==> src/gpf_ram.sv <==
// Generic single-write, single-read synchronous RAM with registered read data.
module gpf_ram #(
  parameter int DEPTH = 256,
  parameter int WIDTH = 8
) (
  input  logic                     clk_i,
  input  logic                     we_i,
  input  logic [$clog2(DEPTH)-1:0] waddr_i,
  input  logic [WIDTH-1:0]         wdata_i,
  input  logic [$clog2(DEPTH)-1:0] raddr_i,
  output logic [WIDTH-1:0]         rdata_o
);

  logic [WIDTH-1:0] mem_q [DEPTH];

  always_ff @(posedge clk_i) begin
    if (we_i) mem_q[waddr_i] <= wdata_i;
  end

  always_ff @(posedge clk_i) begin
    rdata_o <= mem_q[raddr_i];
  end

endmodule

==> config.mk <==
export PLATFORM = sky130hd
export DESIGN_NAME = gpf_ram
export DESIGN_NICKNAME = d
export VERILOG_FILES = /design/src/gpf_ram.sv
export SDC_FILE = /design/constraint.sdc
export NUM_CORES = 2
export LEC_CHECK = 0
export ABC_CLOCK_PERIOD_IN_PS = 2930
export CELL_PAD_IN_SITES_DETAIL_PLACEMENT = 0
export CELL_PAD_IN_SITES_GLOBAL_PLACEMENT = 1
export CORE_MARGIN = 3
export CORE_UTILIZATION = 25
export DETAILED_ROUTE_END_ITERATION = 10
export DONT_BUFFER_PORTS = 1
export PLACE_DENSITY_LB_ADDON = 0.1
export SYNTH_ARGS = -nofsm -noshare
export SYNTH_HDL_FRONTEND = slang
export SYNTH_SLANG_ARGS = --single-unit
==> constraint.sdc <==
create_clock -name clk_i -period 2.93 [get_ports clk_i]
set_input_delay 0.293 -clock clk_i [delete_from_list [all_inputs] [get_ports clk_i]]
set_output_delay 0.293 -clock clk_i [all_outputs]
set_load 0.005 [all_outputs]
==> results by group <==
Power
  – Worst VDD drop: 0.000499 V
  – Power Total: around 64 mW
  – Pint: ~50 mW
  – Cell Pwr Density: 670 nW/um2
  – Net Sw Frac: between 20% and 30%
  – Net Sw Power: between 10 and 15 mW
  – Clk pwr share: between 40% and 50%
  – Part of the power in registers: 51.2%
  – Gate power share: 4.4%
  – Leak: 29.4 nW

Logic synthesis
  – Mapped Cells: around 3.7k
  – Post-synthesis sequential area ratio: approximately 78%
  – Ys Warns: 0
  – Post-synthesis cell area: 79600 um2
  – Largest cells by area after synthesis: edfxtp_1 77%, mux4_2 13%, mux2i_1 1.7%, nor2_1 1.3%, a22oi_1 1.3%
  – Syn_nets: between 3k and 4k
  – Number of flops mapped to enable cells by yosys: 2048
  – Post-synthesis cell type count: 55
  – Post-synth ARST share: 0%
  – Top FF cell, synth: edfxtp_1
  – Synth area leader: edfxtp_1
  – Post-synth top area share: just under 80%
  – Seq cells post-synth: 2056
  – Syn avg cell area: ~21 um2

Timing
  – Slew margin rel.: -8.48%
  – Peak Freq: 0.354 GHz
  – Fin. Hold Viols: 426
  – Worst Skew: approximately 50 ps
  – Min cycle time layout: 2830 ps
  – Period utilization: between 90% and 100%
  – Slew Viols, Final: between 80 and 90
  – Tightest Pin Transition: 1630 ps
  – Final-report setup violation count: 0
  – Min Hold Slack: -375 ps

Drt
  – DRT Pass-1 Iters: 5
  – Mean routed wirelength per cell: 30.3 um
  – Routed Antenna Nets: 0
  – Remaining DRCs: 0
  – 1st-iter DRT viols: 3398
  – Drt via density: 4.57
  – Detailed-route via count: 39.0k
  – Total routed wirelength: 259000 um

Critical path
  – Critical path buffer and inverter count: 5
  – Top cell by count, worst path: buf_16
  – Reg2reg setup slack: ~310 ps
  – Top delay family on crit path: buffers and inverters
  – CP max stage delay: ~530 ps
  – CP required: 3700 ps
  – Register-to-Register Path Depth: 8
  – CP arrival: between 3000 and 4000 ps
  – Worst-path cell chain: buf_16 -> buf_16 -> buf_16 -> buf_16 -> mux4_2 -> o211ai_1 -> nand3_1 -> nor4_4 -> buf_4 -> nor4_2
  – Critical-path top delay cell: mux4_2
  – FF-to-FF End: rdata_o[5]
  – Kind of critical path: input pin to flop
  – Crit start category: input pin
  – Crit path depth: 10
  – Crit path from: raddr_i[0]
  – CP Max Fanout: 33
  – CP endpoint kind: flop
  – Critical Path Sink: rdata_o[0]
  – Reg-to-reg startpoint: mem_q[80][5]

Global route
  – First-pass GRT wire length: 345000 um
  – GRT Util Overall: 15.2%
  – Vias in the first global route: 40.7k
  – Antenna violations before repair: 17
  – Largest net degree at the start of global routing: 579
  – Grt ovf: 0

Die
  – Rows: a little over 200
  – Die width: 570 um
  – Initial Util: 25.2%
  – Die height: ~570 um
  – Die area: ~330000 um2
  – IO Pins: 34
  – Core area: approximately 320000 um2

Outcome
  – Status: finished, violations left
  – Failing checks: hold timing, slew limit

Placement
  – DP HPWL: 138000 um
  – Placed Instance Area: 86700 um2
  – Port Buffers: 0
  – Gp weighted congestion: 0.714

Clock network
  – Clk root buf: clkbuf_16
  – Clock Latency Late Sink: approximately 880 ps
  – CTS tree: built
  – CTS Buf Count: roughly 240
  – H-tree depth: 4
  – Clock Sinks: 2056
  – Worst-path clk slew: 60 ps
  – Setup repair bufs after CTS: 0
  – CTS max path bufs: 4

Worst hold path
  – HP Class: input pin to flop

Final layout
  – Nets: between 4k and 5k
  – Layout cells sized above 1: approximately 28%
  – Layout area overhead: 19.2%
  – Fin area: 94800 um2
  – Layout Utilization: a little under a third

Job
  – Max cap viols: 0
[worst min path at each step]
stage	startpoint	endpoint	cells past startpoint	slack (ps)
after global routing	wdata_i[7]	mem_q[68][7]	0	-450
after global placement	wdata_i[5]	mem_q[71][5]	0	450
final	wdata_i[7]	mem_q[68][7]	0	-380
after detailed placement	wdata_i[5]	mem_q[70][5]	0	450
after floorplan	wdata_i[0]	mem_q[0][0]	0	390
after CTS	wdata_i[5]	mem_q[68][5]	0	-500
[cells in the final DEF, fill, tap and decap left out, types with 10 or more instances in the layout]
| cell | n |
|---|---|
| clkinv_2 | 39 |
| mux2i_1 | 134 |
| edfxtp_1 | 2048 |
| nand3_1 | 25 |
| bufinv_16 | 18 |
| a211oi_1 | 16 |
| nor2b_1 | 28 |
| buf_4 | 399 |
| o221ai_1 | 46 |
| o22ai_1 | 28 |
| buf_16 | 13 |
| a221oi_1 | 13 |
| nor4_1 | 14 |
| o211ai_1 | 10 |
| clkbuf_16 | 248 |
| clkbuf_1 | 53 |
| clkinv_1 | 59 |
| nand2_1 | 32 |
| nand4_1 | 10 |
| nor4_2 | 11 |
| buf_12 | 12 |
| dlygate4sd3_1 | 20 |
| nor2_1 | 279 |
| a22oi_1 | 130 |
| a21oi_1 | 96 |
| nor3_1 | 21 |
| mux4_2 | 454 |
[layer usage]
layer	global-route usage, %	wire [um]	share of wire, %	vias to the layer above
met5	0	0	0	-
met4	3.11	4710	1.8	0
met2	24.6	124000	48	769
met3	2.02	9970	3.9	283
met1	21.7	120000	46	21300
li1	-	-	-	16600
[cell families (layout without fill, tap and decap cells)]
logic type	count (synthesis)	after routing	synth area share, %
flops	2056	2056	77.5
mux	591	591	14.6
simple gates	466	466	2.63
compound gates	385	385	3.42
buf+inv	235	877	1.83
other cells	0	3	0
[state kept, by name, summed over array words and instances (netlist names)]
| name | cells |
|---|---|
| mem_q | 2048 |
| rdata_o | 8 |
[stage by stage]
step           setup slack, ps  hold slack, ps  TNS [ps]  instances
5_1_grt                  -12.1            -454     -12.1       8536
6_report                   104            -375         0       8538
4_1_cts                   22.8            -500         0       8506
2_1_floorplan              699             392         0       3733
3_3_place_gp              -807             448     -3540       8071
3_5_place_dp              -769             450     -3170       8071
[power by group through the flow]
stage               clock network [mW]  registers [mW]  logic [mW]
floorplan                            0            33.1        1.57
global placement                     0            33.2        2.12
detailed placement                   0            33.2        2.11
CTS                               29.2            32.5        2.15
global route                      30.4            32.5        2.98
finish                            28.2            32.5        2.80
[layout make-up]
class,count,area [um2]
Antenna cell,3,7.51
Clock buffer,293,6160
Clock inverter,126,1070
Fill cell,30600,221000
Inverter,2,7.51
Multi-Input combinational cell,1442,16600
Sequential cell,2056,61700
Tap cell,4160,5200
Timing Repair Buffer,456,4090
[cell usage after synthesis (16+ instances only)]
cell type	instances
a22oi_1	133
a211oi_1	16
o221ai_1	46
mux2i_1	134
nor3_1	22
nor4_1	24
buf_4	27
mux4_2	454
a21oi_1	96
buf_1	22
nor2b_1	31
nor2_1	282
buf_6	21
edfxtp_1	2048
buf_2	31
clkbuf_1	111
o22ai_1	28
nand3_1	34
nand2_1	33
[timing repair]
| action | in CTS | in global routing |
|---|---|---|
| gates resized for setup | 1 | 10 |
| endpoints found under the hold margin | 2277 | 1672 |
| hold buffers | 16 | 12 |
| cloned | 0 | 12 |
| setup endpoints to repair | 1 | 8 |
No activity file was read; power rests on OpenSTA's default activity.
