==> config.mk <==
export PLATFORM = sky130hd
export DESIGN_NAME = gpf_match
export DESIGN_NICKNAME = d
export VERILOG_FILES = /design/src/gpf_pkg.sv /design/src/gpf_match.sv
export SDC_FILE = /design/constraint.sdc
export NUM_CORES = 1
export LEC_CHECK = 0
export BUFFER_PORTS_ARGS = -buffer_cell sky130_fd_sc_hd__clkbuf_2
export CORE_ASPECT_RATIO = 2
export CORE_MARGIN = 3
export CORE_UTILIZATION = 40
export DETAILED_ROUTE_END_ITERATION = 16
export GPL_TIMING_DRIVEN = 0
export PLACE_DENSITY = 0.72
export SYNTH_ARGS = -nofsm -noshare
export SYNTH_HDL_FRONTEND = slang
export SYNTH_SLANG_ARGS = --single-unit
==> constraint.sdc <==
create_clock -name clk_i -period 7.58 [get_ports clk_i]
set_clock_uncertainty 0.15 [all_clocks]
set_input_delay 0.758 -clock clk_i [delete_from_list [all_inputs] [get_ports clk_i]]
set_output_delay 0.758 -clock clk_i [all_outputs]
set_load 0.01 [all_outputs]
==> src/gpf_pkg.sv <==
// Package: sizes, codes, types and character normalization for the glob path filter.
package gpf_pkg;

  localparam int MAX_RULES = 16;
  localparam int MAX_LEN   = 256;
  localparam int RULE_W    = $clog2(MAX_RULES);
  localparam int LEN_W     = $clog2(MAX_LEN);
  localparam int CNT_W     = LEN_W + 1;
  localparam int TOT_W     = 5;
  localparam int PADDR_W   = RULE_W + LEN_W;

  localparam logic [7:0] CH_QUEST = 8'h3F;
  localparam logic [7:0] CH_STAR  = 8'h2A;
  localparam logic [7:0] CH_SLASH = 8'h2F;
  localparam logic [7:0] CH_BSL   = 8'h5C;
  localparam logic [7:0] CH_UA    = 8'h41;
  localparam logic [7:0] CH_UZ    = 8'h5A;
  localparam logic [7:0] CASE_OFS = 8'h20;

  typedef enum logic [1:0] {
    OP_CLEAR = 2'd0,
    OP_INC   = 2'd1,
    OP_EXC   = 2'd2,
    OP_PATH  = 2'd3
  } op_e;

  typedef enum logic {
    LIST_EXC = 1'b0,
    LIST_INC = 1'b1
  } list_e;

  typedef enum logic [2:0] {
    M_IDLE,
    M_CHECK,
    M_SLOT,
    M_READ,
    M_EVAL,
    M_DONE
  } match_state_e;

  typedef struct packed {
    logic               start;
    logic               ack;
    logic [CNT_W-1:0]   path_len;
    logic [CNT_W-1:0]   base;
    logic [TOT_W-1:0]   inc_tot;
    logic [TOT_W-1:0]   exc_tot;
    logic [CNT_W-1:0]   plen;
    logic               sep;
    logic [7:0]         pat_data;
    logic [7:0]         path_data;
  } match_req_t;

  typedef struct packed {
    logic               busy;
    logic               done;
    logic               ok;
    list_e              list;
    logic [RULE_W-1:0]  slot;
    logic [PADDR_W-1:0] pat_addr;
    logic [LEN_W-1:0]   path_addr;
  } match_rsp_t;

  function automatic logic [7:0] norm_char(input logic [7:0] c);
    logic [7:0] b;
    b = c;
    if (b >= CH_UA && b <= CH_UZ) b = b + CASE_OFS;
    if (b == CH_SLASH) b = CH_BSL;
    return b;
  endfunction

endpackage

==> src/gpf_match.sv <==
// Sequencer that walks the stored patterns and matches each against the path.
module gpf_match (
  input  logic                clk_i,
  input  logic                rst_ni,
  input  gpf_pkg::match_req_t req_i,
  output gpf_pkg::match_rsp_t rsp_o
);
  import gpf_pkg::*;

  match_state_e     state_q, state_d;
  list_e            list_q, list_d;
  logic [TOT_W-1:0] k_q, k_d;
  logic [CNT_W-1:0] pi_q, pi_d, ti_q, ti_d, star_at_q, star_at_d, retry_q, retry_d;
  logic             star_q, star_d, ok_q, ok_d;
  logic [TOT_W-1:0] tot;
  logic             pin, tin;

  assign tot = (list_q == LIST_INC) ? req_i.inc_tot : req_i.exc_tot;
  assign pin = pi_q < req_i.plen;
  assign tin = ti_q < req_i.path_len;

  always_comb begin
    state_d   = state_q;
    list_d    = list_q;
    k_d       = k_q;
    pi_d      = pi_q;
    ti_d      = ti_q;
    star_d    = star_q;
    star_at_d = star_at_q;
    retry_d   = retry_q;
    ok_d      = ok_q;
    case (state_q)
      M_IDLE: begin
        if (req_i.start) state_d = M_CHECK;
      end
      M_CHECK: begin
        list_d = LIST_EXC;
        k_d    = '0;
        if (req_i.path_len > CNT_W'(MAX_LEN)) begin
          ok_d    = 1'b0;
          state_d = M_DONE;
        end else begin
          state_d = M_SLOT;
        end
      end
      M_SLOT: begin
        if (k_q == tot) begin
          if (list_q == LIST_EXC && req_i.inc_tot != '0) begin
            list_d = LIST_INC;
            k_d    = '0;
          end else begin
            ok_d    = (list_q == LIST_EXC);
            state_d = M_DONE;
          end
        end else begin
          pi_d    = '0;
          ti_d    = req_i.sep ? '0 : req_i.base;
          star_d  = 1'b0;
          state_d = M_READ;
        end
      end
      M_READ: begin
        state_d = M_EVAL;
      end
      M_EVAL: begin
        state_d = M_READ;
        if (tin) begin
          if (pin && (req_i.pat_data == CH_QUEST || req_i.pat_data == req_i.path_data)) begin
            pi_d = pi_q + CNT_W'(1);
            ti_d = ti_q + CNT_W'(1);
          end else if (pin && req_i.pat_data == CH_STAR) begin
            star_d    = 1'b1;
            star_at_d = pi_q;
            pi_d      = pi_q + CNT_W'(1);
            retry_d   = ti_q;
          end else if (star_q) begin
            pi_d    = star_at_q + CNT_W'(1);
            retry_d = retry_q + CNT_W'(1);
            ti_d    = retry_q + CNT_W'(1);
          end else begin
            k_d     = k_q + TOT_W'(1);
            state_d = M_SLOT;
          end
        end else if (pin && req_i.pat_data == CH_STAR) begin
          pi_d = pi_q + CNT_W'(1);
        end else if (pi_q == req_i.plen) begin
          ok_d    = (list_q == LIST_INC);
          state_d = M_DONE;
        end else begin
          k_d     = k_q + TOT_W'(1);
          state_d = M_SLOT;
        end
      end
      M_DONE: begin
        if (req_i.ack) state_d = M_IDLE;
      end
      default: state_d = M_IDLE;
    endcase
  end

  always_comb begin
    rsp_o.busy      = (state_q != M_IDLE);
    rsp_o.done      = (state_q == M_DONE);
    rsp_o.ok        = ok_q;
    rsp_o.list      = list_q;
    rsp_o.slot      = k_q[RULE_W-1:0];
    rsp_o.pat_addr  = {k_q[RULE_W-1:0], pi_q[LEN_W-1:0]};
    rsp_o.path_addr = ti_q[LEN_W-1:0];
  end

  always_ff @(posedge clk_i or negedge rst_ni) begin
    if (!rst_ni) begin
      state_q <= M_IDLE;
      list_q  <= LIST_EXC;
      k_q     <= '0;
      star_q  <= 1'b0;
      ok_q    <= 1'b0;
    end else begin
      state_q <= state_d;
      list_q  <= list_d;
      k_q     <= k_d;
      star_q  <= star_d;
      ok_q    <= ok_d;
    end
  end

  always_ff @(posedge clk_i) begin
    pi_q      <= pi_d;
    ti_q      <= ti_d;
    star_at_q <= star_at_d;
    retry_q   <= retry_d;
  end

endmodule

==> results of run 1 <==
[critical path, cell delays in order]
cell	delay, ps
clkbuf_2	70
inv_1	30
ha_1	310
nand4_2	150
a211oi_2	380
nor3_2	130
a21boi_4	210
nand2b_1	230
nor4b_2	850
[synthesized netlist by cell type (7+ instances only)]
cell and instances:
xnor2_1 15, ha_1 22, nor4_1 7, dfrtp_1 11, o21ai_0 24, mux2i_1 12
nand4_1 7, buf_4 26, inv_1 24, nor2_1 35, nand3_1 22, nand3b_1 10
clkbuf_1 7, a21oi_1 17, nand2_1 26, a211oi_1 9, edfxtp_1 36, xor2_1 27
[report_power, final]
| group | switching (uW) | internal [uW] |
|---|---|---|
| combinational | 242 | 202 |
| sequential | 63.2 | 339 |
| clock | 93.6 | 120 |
| total | 399 | 662 |
[flip-flops by register name (all words and copies together), names as in the netlist]
signal,cells
state_q,3
list_q,1
retry_q,9
star_at_q,9
pi_q,9
ti_q,9
star_q,1
ok_q,1
k_q,5
[layout by cell type, fill, tap and decap left out, types with 2 or more instances in the layout]
master | Yosys | routed
nor2_1 | 35 | 35
mux2_2 | 3 | 3
nand4_1 | 7 | 7
edfxtp_1 | 36 | 36
a211oi_1 | 9 | 9
nand3b_1 | 10 | 10
nor3_2 | 2 | 2
o221ai_1 | 2 | 2
xor2_1 | 27 | 27
ha_1 | 22 | 22
o21ai_1 | 2 | 2
buf_2 | 4 | 4
mux2i_1 | 12 | 12
xnor2_1 | 15 | 15
nor3_1 | 6 | 6
nand3_1 | 22 | 22
o21a_1 | 2 | 2
clkbuf_2 | 0 | 85
o31ai_1 | 3 | 2
nor4_1 | 7 | 7
nand2_1 | 26 | 26
clkbuf_1 | 7 | 7
nor2b_1 | 2 | 2
and2_1 | 3 | 3
o21ai_0 | 24 | 24
buf_4 | 26 | 27
a21oi_1 | 17 | 17
and3_1 | 4 | 4
inv_1 | 24 | 24
dfrtp_1 | 11 | 11
o21bai_1 | 2 | 2
clkinv_2 | 0 | 3
nand2b_1 | 2 | 2
clkbuf_16 | 0 | 5
[worst min-delay path by stage]
| stage | startpoint | to | cells past startpoint |
|---|---|---|---|
| 4_1_cts | rst_ni | k_q[4] | 1 |
| 3_5_place_dp | k_q[4] | k_q[4] | 1 |
| 2_1_floorplan | rst_ni | k_q[0] | 0 |
| 3_3_place_gp | k_q[4] | k_q[4] | 1 |
| 6_report | rst_ni | state_q[1] | 1 |
| 5_1_grt | rst_ni | state_q[1] | 1 |
[per-layer routing]
| layer | vias up | part of all wire (%) | track usage (%) | wire length [um] |
|---|---|---|---|---|
| met4 | 0 | 1.7 | 6.69 | 151 |
| met2 | 69 | 60 | 34.6 | 5390 |
| met5 | - | 0 | 0 | 0 |
| met1 | 1427 | 35 | 17.8 | 3170 |
| li1 | 1572 | - | - | - |
| met3 | 13 | 3.2 | 2.43 | 289 |
[cells by family after synthesis]
| family | Yosys count | share of synthesized area (%) |
|---|---|---|
| and+or+nand+nor | 133 | 18.6 |
| AOI/OAI and AO/OA | 73 | 13.3 |
| buffers and inverters | 61 | 9.09 |
| DFF | 47 | 37.2 |
| xor gates and xnor gates | 42 | 10.1 |
| adders and majority gates | 22 | 7.54 |
| muxes | 15 | 4.22 |
[stage by stage]
stage	setup slack (ps)	hold WS [ps]	std cells
after floorplan	3980	312	393
after global placement	3330	335	578
after detailed placement	3860	347	579
after CTS	4160	196	587
after global routing	4000	218	587
final	4210	189	587
[area by class of cell]
type	count	area, um^2	share of cell area, %
well taps	100	125	2.87
clock buffers	5	125	2.87
flip-flops and latches	47	1360	31.1
inverters	24	90.1	2.07
multi-input cells	285	1970	45.2
plain buffers	37	241	5.54
clock inverters	3	15.0	0.345
repair buffers	86	433	9.93
==> flow_summary_export.csv, run 1 <==
group,metric,value,unit
die,core,8770,um^2
die,start_util,41.6,%
logic_synthesis,async_flop_share,23.4,%
placement,numPortBuffers,85,
logic_synthesis,netlist_area,3650,um^2
route,wire_per_inst,15.3,um
sta,grt_setup_unrepaired,"no",
logic_synthesis,yosysWarnings,0,
sta,tns,0,ps
setup_path,cp-endpoint,"star_at_q[3]",
clock_network,clkTransAtPathRegs,70,ps
logic_synthesis,synth_cells,393,
layout,syn_to_final_growth,19.4,%
setup_path,worstPathMaxFanout,10,
die,dieArea,10400,um^2
layout,post-route-util,49.7,%
setup_path,startpoint,"req_i[24]",
route,firstDrtPassIters,4,
run_status,status,"complete, no violations",
global_routing,grt_pass1_wl,14400,um
layout,final_area,4360,um^2
pwr,ir_worst_vdd,142,uV
sta,post-route-period-util,44.5,%
logic_synthesis,ys_seq_area_share,37.2,%
clock_network,cts_setup_buffers,0,
global_routing,grt_max_degree,15,
logic_synthesis,synth.largest_area_cell,"edfxtp_1",
sta,tightest_slew,1010,ps
placement,dpl-instance-area,4210,um^2
die,core.rowCount,48,
global_routing,antenna_found_initial,0,
sta,hold_violations,0,
pwr,p_leak,0.00193,uW
setup_path,r2r-end,"star_at_q[3]",
route,ant_nets,0,
layout,drive_gt1_share,28.3,%
setup_path,end_kind,"flop",
global_routing,grt_pass1_vias,3208,
pwr,finalPower,1060,uW
sta,setup_violations,0,
route,avgViaCountPerCell,5.25,
clock_network,cts_tree,"yes",
pwr,p_per_area,243,nW/um^2
logic_synthesis,yosysTopAreaCellShare,29.6,%
placement,place_congestion,0.865,
clock_network,cts_sinks,47,
logic_synthesis,synth_seq_cells,47,
die,die_h,141,um
die,pin_count,86,
die,die_w,73.5,um
clock_network,cts_hold_buf,0,
sta,maxSlewViolCount,0,
logic_synthesis,synth-edff-count,36,
route,routed_wl,9000,um
route,first_iter_violations,126,
setup_path,worstPathRequired,7340,ps
clock_network,post_cts_resized,0,
logic_synthesis,yosys_most_used_dff,"edfxtp_1",
sta,max-slew-margin-rel,32.3,%
setup_path,path_class,"in2reg",
clock_network,clock-root-buffer,"clkbuf_16",
global_routing,grt_remaining_overflow,0,
sta,fmax,296,MHz
route,num_vias,3081,
placement,dp_hpwl,7400,um
clock_network,numCtsBuffers,5,
global_routing,grt.total_usage,17.7,%
setup_path,rrSetupSlack,4230,ps
clock_network,insertion_delay,290,ps
setup_path,reg2reg_from,"pi_q[7]",
layout,num-nets-final,566,
worst_hold_path,hold_class,"in2async",
layout,fillers,837,
run,maxCapViolations,0,
clock_network,h-tree-depth,2,
setup_path,reg2reg_depth,7,
clock_network,cts_buffer_depth,2,
layout,diodes,0,
setup_path,arrival,3130,ps
logic_synthesis,ys_types,50,
route,route.detailed.drc,0,
setup_path,crit_path_start_kind,"input port",
logic_synthesis,synthTopCellsByArea,"edfxtp_1 30%, dfrtp_1 7.5%, ha_1 7.5%, xor2_1 6.5%, buf_4 5.3%",
sta,min_period,3370,ps
logic_synthesis,synth_fp_nets,473,
logic_synthesis,postSynthAreaPerCell,9.28,um^2
Note: power is estimated with default switching activity, not from simulation.
==> inputs of run 2 (changes only) <==
==> constraint.sdc (replaced) <==
create_clock -name clk_i -period 3.3 [get_ports clk_i]
set_clock_uncertainty 0.15 [all_clocks]
set_input_delay 0.33 -clock clk_i [delete_from_list [all_inputs] [get_ports clk_i]]
set_output_delay 0.33 -clock clk_i [all_outputs]
set_load 0.01 [all_outputs]
==> run 2 against run 1 <==
Die area unchanged; setup slack worse by 4000 ps; flip-flop and latch count is the same; combinational power grew 130%; final cell count increased by 0.34%; via count is 0.65% higher; sequential share of layout area decreased by 0.20 points; register-to-register slack worse by 4100 ps; critical path depth is 2 lower; worst hold slack gained 13 ps; clock-buffer cell count stayed put.
==> flow_summary_export.csv, run 2 (synthesis results as in run 1) <==
group,metric,value,unit
route,first_iter_violations,117,
layout,seqCellArea,1360,um^2
sta,grt_setup_unrepaired,"yes",
global_routing,antenna_found_initial,0,
placement,place_inst,579,
die,core.rowCount,48,
placement,numPortBuffers,85,
global_routing,grt_pass1_wl,14500,um
sta,setup_violations,0,
die,core,8770,um^2
die,die_h,141,um
pwr,switching_power,920,uW
layout,num-nets-final,568,
clock_network,cts_sinks,47,
worst_hold_path,hold_depth,2,
placement,dp_worst_setup_slack,-85.5,ps
run_status,status,"complete, no violations",
die,start_util,41.6,%
sta,post-route-period-util,94.7,%
layout,final_cell_mix,"85 x clkbuf_2, 36 x edfxtp_1, 34 x nor2_1",
setup_path,path_class,"reg2reg",
worst_hold_path,hold_class,"in2reg",
sta,fmax,320,MHz
clock_network,insertion_delay,290,ps
route,avgViaCountPerCell,5.26,
die,pin_count,86,
clock_network,cts_tree,"yes",
route,routed_wl,9050,um
clock_network,h-tree-depth,2,
sta,maxSlewViolCount,0,
pwr,p_comb_share,42.1,%
layout,syn_to_final_growth,20.2,%
clock_network,clock-root-buffer,"clkbuf_16",
pwr,ir_worst_vdd,326,uV
clock_network,cts_buffer_depth,2,
global_routing,grt_remaining_overflow,0,
clock_network,numCtsBuffers,5,
setup_path,end_kind,"flop",
layout,final_common_cell,"clkbuf_2",
sta,max-slew-margin-rel,41.0,%
layout,post-route-util,50.0,%
route,firstDrtPassIters,4,
setup_path,arrival,2900,ps
setup_path,rrSetupSlack,180,ps
pwr,p_leak,0.00195,uW
route,wire_per_inst,15.4,um
sta,hold_violations,0,
layout,fillers,836,
global_routing,grt.total_usage,17.8,%
die,die_w,73.5,um
layout,multi_input_area,1980,um^2
sta,min_period,3120,ps
pwr,sequentialPowerShare,37.8,%
setup_path,worstPathRequired,3070,ps
setup_path,r2r-end,"star_at_q[3]",
layout,drive_gt1_share,28.6,%
pwr,clockPowerShare,20.1,%
setup_path,crit_path_start_kind,"flop",
setup_path,worstPathMaxFanout,9,
placement,dp_hpwl,7400,um
layout,diodes,0,
global_routing,grt_pass1_vias,3218,
pwr,p_int,1520,uW
layout,fin_cells,589,
global_routing,grt_max_degree,15,
clock_network,clkTransAtPathRegs,70,ps
setup_path,reg2reg_from,"pi_q[7]",
die,dieArea,10400,um^2
run,maxCapViolations,0,
route,num_vias,3101,
worst_hold_path,hp-start,"req_i[54]",
setup_path,reg2reg_depth,7,
route,ant_nets,0,
route,route.detailed.drc,0,
worst_hold_path,hold_end,"state_q[0]",
sta,tightest_slew,880,ps
pwr,p_per_area,557,nW/um^2
pwr,netSwitchingFraction,37.7,%
sta,hold_slack,202,ps
placement,place_congestion,0.865,
sta,layout_setup_ws,175,ps
[run 2: cell types whose count changed in the layout (fill, tap and decap cells not counted), sizes merged]
cell         before  now
buf              31   32
dlygate4sd3       0    1
[run 2: power groups by stage]
stage / Combinational, uW / Clock [uW] / Sequential [uW]
2_1_floorplan: 736 / 0 / 882
3_3_place_gp: 975 / 0 / 936
3_5_place_dp: 1020 / 0 / 939
4_1_cts: 1030 / 507 / 927
5_1_grt: 1140 / 524 / 940
6_report: 1030 / 491 / 924
[run 2: metal layers]
layer / GRT usage (%) / vias up / wire length [um]
met5: 0 / - / 0
met4: 6.88 / 0 / 169
met3: 2.21 / 14 / 253
met2: 34.8 / 61 / 5380
met1: 17.9 / 1450 / 3240
li1: - / 1576 / -
[run 2: stage by stage]
stage               power [uW]  cell area (um^2)  setup TNS [ps]
floorplan                 1620              3650               0
finish                    2440              4390               0
global placement          1910              4200           -5530
detailed placement        1960              4210            -766
CTS                       2460              4370               0
global route              2600              4390           -10.2
[run 2: layout make-up]
cell class                 count  share of cell area, %
clock buffer                   5                   2.85
multi-input combinational    285                   45.2
buffer                        37                   5.50
inverter                      24                   2.05
timing repair buffer          88                   10.3
clock inverter                 3                  0.342
tap                          100                   2.85
sequential                    47                   30.9
[run 2: worst max-delay path by stage]
stage	startpoint	end	slack, ps	depth (start not counted)
floorplan	pi_q[7]	star_at_q[0]	20	7
global placement	pi_q[7]	star_at_q[2]	-610	7
detailed placement	pi_q[7]	star_at_q[3]	-90	7
CTS	pi_q[2]	ti_q[0]	20	8
global route	ti_q[6]	pi_q[1]	-10	9
finish	pi_q[7]	star_at_q[3]	180	7
[run 2: timing repair]
item                                   CTS  global route
hold buffers                             1             0
resized for setup                        1             1
setup endpoints to repair                9            33
buffers inserted                         0             1
endpoints found under the hold margin   11             0
[run 2: critical path, cell delays in order, from the launching register on]
cell and delay (ps):
edfxtp_1 490, ha_1 380, a21oi_1 80, a21boi_1 480, nor3_2 140, a21boi_4 180
nand2b_1 250, nor4b_4 600
